File: src/rtl/nla_pkg.sv
`default_nettype none

package nla_pkg;

   localparam int MaxLandmarksDefault = 64;

   localparam int CoordW = 24;
   localparam int TagW   = 16;
   localparam int SqW    = 2 * CoordW;
   localparam int SumW   = SqW + 1;
   localparam int DistW  = 50;

   typedef enum logic [1:0] {
      OP_CLEAR = 2'd0,
      OP_LOAD  = 2'd1,
      OP_ASSOC = 2'd2
   } op_type;

   typedef enum logic [1:0] {
      ST_IDLE,
      ST_SCAN,
      ST_DRAIN,
      ST_FINISH
   } state_type;

   typedef struct packed {
      logic [TagW-1:0]          tag;
      logic signed [CoordW-1:0] y;
      logic signed [CoordW-1:0] x;
   } entry_type;

   typedef struct packed {
      logic            valid;
      logic            pending;
      logic [SumW-1:0] dist_sq;
      logic [TagW-1:0] tag;
   } dist_result_type;

endpackage

`default_nettype wire

File: src/rtl/nla_dist.sv
`default_nettype none

module nla_dist (
   input  wire                                 clock,
   input  wire                                 reset,
   input  wire                                 in_valid,
   input  nla_pkg::entry_type                  entry,
   input  wire signed [nla_pkg::CoordW-1:0]    query_x,
   input  wire signed [nla_pkg::CoordW-1:0]    query_y,
   output nla_pkg::dist_result_type            result
);

   logic signed [nla_pkg::CoordW:0] diff_x;
   logic signed [nla_pkg::CoordW:0] diff_y;
   logic signed [nla_pkg::CoordW:0] neg_x;
   logic signed [nla_pkg::CoordW:0] neg_y;

   logic                         v1_ff;
   logic [nla_pkg::CoordW-1:0]   abs_x_ff, abs_x_in;
   logic [nla_pkg::CoordW-1:0]   abs_y_ff, abs_y_in;
   logic [nla_pkg::TagW-1:0]     tag1_ff;

   logic                         v2_ff;
   logic [nla_pkg::SqW-1:0]      sq_x_ff, sq_y_ff;
   logic [nla_pkg::TagW-1:0]     tag2_ff;

   // The magnitude of a difference of two 24-bit values never exceeds 2^24 - 1.
   always_comb begin
      diff_x   = {query_x[nla_pkg::CoordW-1], query_x} - {entry.x[nla_pkg::CoordW-1], entry.x};
      diff_y   = {query_y[nla_pkg::CoordW-1], query_y} - {entry.y[nla_pkg::CoordW-1], entry.y};
      neg_x    = -diff_x;
      neg_y    = -diff_y;
      abs_x_in = diff_x[nla_pkg::CoordW] ? neg_x[nla_pkg::CoordW-1:0]
                                         : diff_x[nla_pkg::CoordW-1:0];
      abs_y_in = diff_y[nla_pkg::CoordW] ? neg_y[nla_pkg::CoordW-1:0]
                                         : diff_y[nla_pkg::CoordW-1:0];
   end

   always_ff @(posedge clock) begin
      if (reset) begin
         v1_ff <= 1'b0;
         v2_ff <= 1'b0;
      end else begin
         v1_ff <= in_valid;
         v2_ff <= v1_ff;
      end
   end

   always_ff @(posedge clock) begin
      abs_x_ff <= abs_x_in;
      abs_y_ff <= abs_y_in;
      tag1_ff  <= entry.tag;
      sq_x_ff  <= abs_x_ff * abs_x_ff;
      sq_y_ff  <= abs_y_ff * abs_y_ff;
      tag2_ff  <= tag1_ff;
   end

   always_comb begin
      result.valid   = v2_ff;
      result.pending = v1_ff | v2_ff;
      result.dist_sq = {1'b0, sq_x_ff} + {1'b0, sq_y_ff};
      result.tag     = tag2_ff;
   end

endmodule

`default_nettype wire

File: config.mk
export PLATFORM = sky130hd
export DESIGN_NAME = nla_dist
export DESIGN_NICKNAME = d
export VERILOG_FILES = /design/src/rtl/nla_pkg.sv /design/src/rtl/nla_dist.sv
export SDC_FILE = /design/constraint.sdc
export NUM_CORES = 2
export LEC_CHECK = 0
export BUFFER_PORTS_ARGS = -buffer_cell sky130_fd_sc_hd__buf_2
export CAP_MARGIN = 5
export CORE_AREA = 5 5 312 314
export CTS_BUF_LIST = sky130_fd_sc_hd__clkbuf_4
export CTS_CLUSTER_DIAMETER = 50
export DETAILED_ROUTE_END_ITERATION = 10
export DIE_AREA = 0 0 317 319
export GPL_TIMING_DRIVEN = 1
export SYNTH_ARGS = -nofsm -noshare
export SYNTH_HDL_FRONTEND = slang
export SYNTH_SLANG_ARGS = --single-unit
export TNS_END_PERCENT = 5
File: constraint.sdc
create_clock -name clock -period 8 [get_ports clock]
set_clock_uncertainty 0.1 [all_clocks]
set_input_delay 0.4 -clock clock [delete_from_list [all_inputs] [get_ports clock]]
set_output_delay 0.4 -clock clock [all_outputs]
set_load 0.02 [all_outputs]
== After elaboration in Yosys (flattened, before gate mapping) ==
Index checks and enable logic that the tools add are counted.

* Add/subtract/negate cells: 5
* Multiply operators: 2
* Div/mod/pow operators: 0
* Magnitude comparators: 0
* Equality and inequality tests: 0
* Shifts and indexed selects: 0
* Multiplexer cells: 2
* Bitwise gates (word level): 1
* Reductions and logical operators: 0

{| class="wikitable"
|+ Operators with widths
! kind !! number
|-
| $mul A24 B24 Y48 || 2
|-
| $sub A24 B24 Y25 || 2
|-
| $add A48 B48 Y49 || 1
|-
| $mux W24 || 2
|-
| $neg A24 Y24 || 2
|-
| $or A1 B1 Y1 || 1
|}

* Flip-flop bits (word level): 178
* Bits in latches: 0
* Bits in writable memories: 0
* Memory bits (read-only): 0
* Input port bits: 115
* Output and inout port bits: 67
* Logic and storage cells: 18
* Memories: 0

== Depth between registers and ports, before layout ==
* Depth after elaboration: 3
* Depth in mapped cells: 28
* Mapped depth without buffers: 27

== Least setup slack after synthesis ==
No wires, ideal clock.

* Path kind: reg-to-reg
* Start point: reg abs_y_ff[14] (netlist name)
* End point: reg sq_y_ff[47] (netlist name)
* Setup time: 0.072 ns
* Data arrival time: 7.070 ns
* Required time: 7.828 ns
* Slack: 0.758 ns
* Stages on the path, launching flop included: 29
* Path buffers: 2
* Clock period less this slack: 7.242 ns
* Cells stage by stage: dfxtp_1 -> clkbuf_1 -> nand2_1 -> fa_1 -> inv_1 -> fa_1 -> inv_1 -> fa_1 -> inv_1 -> fa_1 -> inv_1 -> fa_1 -> inv_1 -> fa_1 -> inv_1 -> fa_1 -> inv_1 -> ha_1 -> clkbuf_1 -> a211o_1 -> a211oi_1 -> o21ai_1 -> o21a_1 -> o211a_1 -> a211oi_1 -> o211ai_1 -> a31o_2 -> a21oi_1 -> xnor2_1

* Word-level cells in the longest chain between the ends: 1

{| class="wikitable"
|+ Ends and longest elaborated chain
! what !! line !! source
|-
| start: declaration || nla_dist.sv:20 || <nowiki>logic [nla_pkg::CoordW-1:0] abs_y_ff, abs_y_in;</nowiki>
|-
| start signal: assignment || nla_dist.sv:51 || <nowiki>abs_y_ff <= abs_y_in;</nowiki>
|-
| $mul A24 B24 Y48 || nla_dist.sv:54 || <nowiki>sq_y_ff <= abs_y_ff * abs_y_ff;</nowiki>
|-
| end signal: assignment || nla_dist.sv:54 ||
|-
| end: declaration || nla_dist.sv:24 || <nowiki>logic [nla_pkg::SqW-1:0] sq_x_ff, sq_y_ff;</nowiki>
|}

Every way passes these cells.
A chain may end at the register's enable or synchronous reset.

== Worst setup path after layout ==
* Start point: reg abs_y_ff[10] (netlist name)
* End point: reg sq_y_ff[47] (netlist name)

Same word-level chain as after synthesis.

==> flow_metrics.py <==
metrics = {
    "outcome": {
        "outcome": "finished, final reports clean",
    },
    "route": {
        "wirelength_um": 94100,
        "route.vias.total": 30381,
        "via_per_inst": 4.94,
        "ant_nets": 0,
        "drt_iter0_markers": 1225,
        "wl_per_cell_um": 15.3,
        "drc": 0,
        "firstDrtPassIters": 5,
    },
    "global_routing": {
        "grt-ovfl-total": 0,
        "grt_pass1_vias": 32796,
        "grt_max_degree": 24,
        "grt_pass1_wl_um": 160000,
        "grt_usage_pct": 19.5,
        "antenna_found_initial": 2,
    },
    "clocking": {
        "cts.sinks": 176,
        "cts_root_buffer": "clkbuf_4",
        "cts.path.max_buffers": 2,
        "clock_latency_ps": 820,
        "cts.htree.levels": 4,
        "cts-buffers-inserted": 17,
        "clk_pin_slew_ps": 170,
        "cts_tree": "done",
    },
    "critical_path": {
        "slowest_stage": "dfxtp_1",
        "slowest_delay_ps": 670,
        "cp-end-kind": "register",
        "cp_common_cell": "fa_1",
        "crit_required_ps": 8610,
        "critical_path_arrival_ps": 8200,
        "cp-start-kind": "register",
        "path_max_fanout": 14,
        "critical_path_class": "register to register",
    },
    "synth": {
        "synthCells": 4682,
        "synthFlopType": "dfxtp_1",
        "syn_area_um2": 42100,
        "yosysWarnings": 0,
        "ys_seq_area_share_pct": 8.37,
        "synthArstFlopShare_pct": 0,
        "synth.avg_cell_area_um2": 8.99,
        "ys_types": 86,
        "ys_ff_latch": 176,
        "synth_edf_count": 0,
        "synth_fp_nets": 6096,
    },
    "sta": {
        "fin_crit_ps": 7590,
        "rsz0062_at_grt": "no",
        "timing.fmax_mhz": 132,
        "hold_viol": 0,
        "setup_tns_ps": 0,
        "finalCritPeriodShare_pct": 94.9,
        "setup_viol": 0,
        "whs_ps": 84.1,
        "tightest_slew_ps": 1240,
        "maxSlewViolCount": 0,
        "slew_headroom_pct": 16.6,
    },
    "layout": {
        "final_common_cell": "inv_1",
        "layout_common_cells": "1285 x inv_1, 845 x fa_1, 454 x ha_1",
        "area_growth_pct": 7.65,
        "layout-drive-gt1-share_pct": 7.05,
        "nets": 6277,
    },
    "floorplanning": {
        "row_count": 113,
        "die_h_um": 319,
        "io_pins": 182,
        "chipWidth_um": 317,
        "die_area_um2": 101000,
        "core_area_um2": 94300,
        "initial_core_util_pct": 44.6,
    },
    "placed_design": {
        "gp_congestion": 0.876,
        "port_buffers": 181,
        "place_hpwl_um": 82300,
    },
    "job": {
        "drv_cap": 0,
    },
    "hold_path": {
        "hp-class": "primary input to register",
    },
}
cells in the mapped netlist (27+ instances only):
| cell type | number | area, um^2 |
|---|---|---|
| nor2_1 | 148 | 556 |
| clkbuf_1 | 125 | 469 |
| a21o_1 | 95 | 713 |
| inv_1 | 1285 | 4820 |
| and2_1 | 235 | 1470 |
| nand3_1 | 39 | 195 |
| fa_1 | 845 | 16900 |
| nor3_1 | 33 | 165 |
| xor2_1 | 82 | 718 |
| dfxtp_1 | 176 | 3520 |
| a211oi_1 | 27 | 203 |
| a21oi_1 | 149 | 746 |
| o21a_1 | 28 | 210 |
| o21ai_0 | 80 | 400 |
| ha_1 | 454 | 5680 |
| xnor2_1 | 135 | 1180 |
| nand2_1 | 402 | 1510 |
sequential cells by signal, summed over array words and instances, names as in the netlist:
signal / flops
tag2_ff: 16
tag1_ff: 16
sq_x_ff: 47
sq_y_ff: 47
abs_x_ff: 24
abs_y_ff: 24
v1_ff: 1
v2_ff: 1
path summary, 6_finish.rpt:
kind,startpoint,end,slack [ps],depth (start not counted)
setup / recovery,abs_y_ff[10]$_DFF_P_,sq_y_ff[47]$_DFF_P_,410,25
hold / removal,query_y[0],abs_y_ff[1]$_DFF_P_,80,6
setup reg to reg,abs_y_ff[10]$_DFF_P_,sq_y_ff[47]$_DFF_P_,410,25
hold reg to reg,tag1_ff[1]$_DFF_P_,tag2_ff[1]$_DFF_P_,240,0
layer usage:
metal,global-route usage (%),part of all wire [%],vias to the layer above
li1,-,-,14558
met1,26.0,44,15178
met2,33.8,50,525
met3,2.48,4.1,120
met4,5.04,2.2,0
met5,0,0,-
cell families after synthesis:
logic type,Yosys count,share of synthesized area [%]
simple gates,1009,11.7
compound gates,560,8.90
fa+ha+maj,1299,53.7
flops,176,8.37
xor+xnor,217,4.52
buf+inv,1415,12.6
mux,6,0.152
critical path, delay by kind of cell, from the launching register on:
family          cells  cell delay, ps
compound gates      9            1940
buf+inv             6             830
flops               1             670
fa+ha+maj           8            3680
xor+xnor            2             310
layout make-up:
| class | count | area, um^2 |
|---|---|---|
| Fill cell | 9262 | 49000 |
| Multi-Input combinational cell | 3091 | 33200 |
| Inverter | 1285 | 4820 |
| Sequential cell | 176 | 3540 |
| Timing Repair Buffer | 292 | 1810 |
| Tap cell | 1265 | 1580 |
| Clock inverter | 15 | 170 |
| Clock buffer | 17 | 128 |
| Antenna cell | 3 | 7.51 |
repair_timing:
action                                 CTS  global route
endpoints found under the hold margin   24             0
setup endpoints to repair                0             9
gates resized for setup                  0            13
hold buffers                            27             0
setup buffers                            0             0
per-stage QoR:
step / std cells / cell area [um^2] / worst slack [ps] / utilization [%]
global route: 6144 / 45300 / 8.17 / 48.0
floorplan: 4682 / 42100 / 758 / -
CTS: 6141 / 45300 / 269 / 48.0
finish: 6144 / 45300 / 409 / 48.0
global placement: 6082 / 44700 / 414 / 47.4
detailed placement: 6082 / 44700 / 356 / 47.4
Power is left out: the tool's default activity adds up to more than one toggle a clock period on the data nets, which glitch-free logic cannot reach.
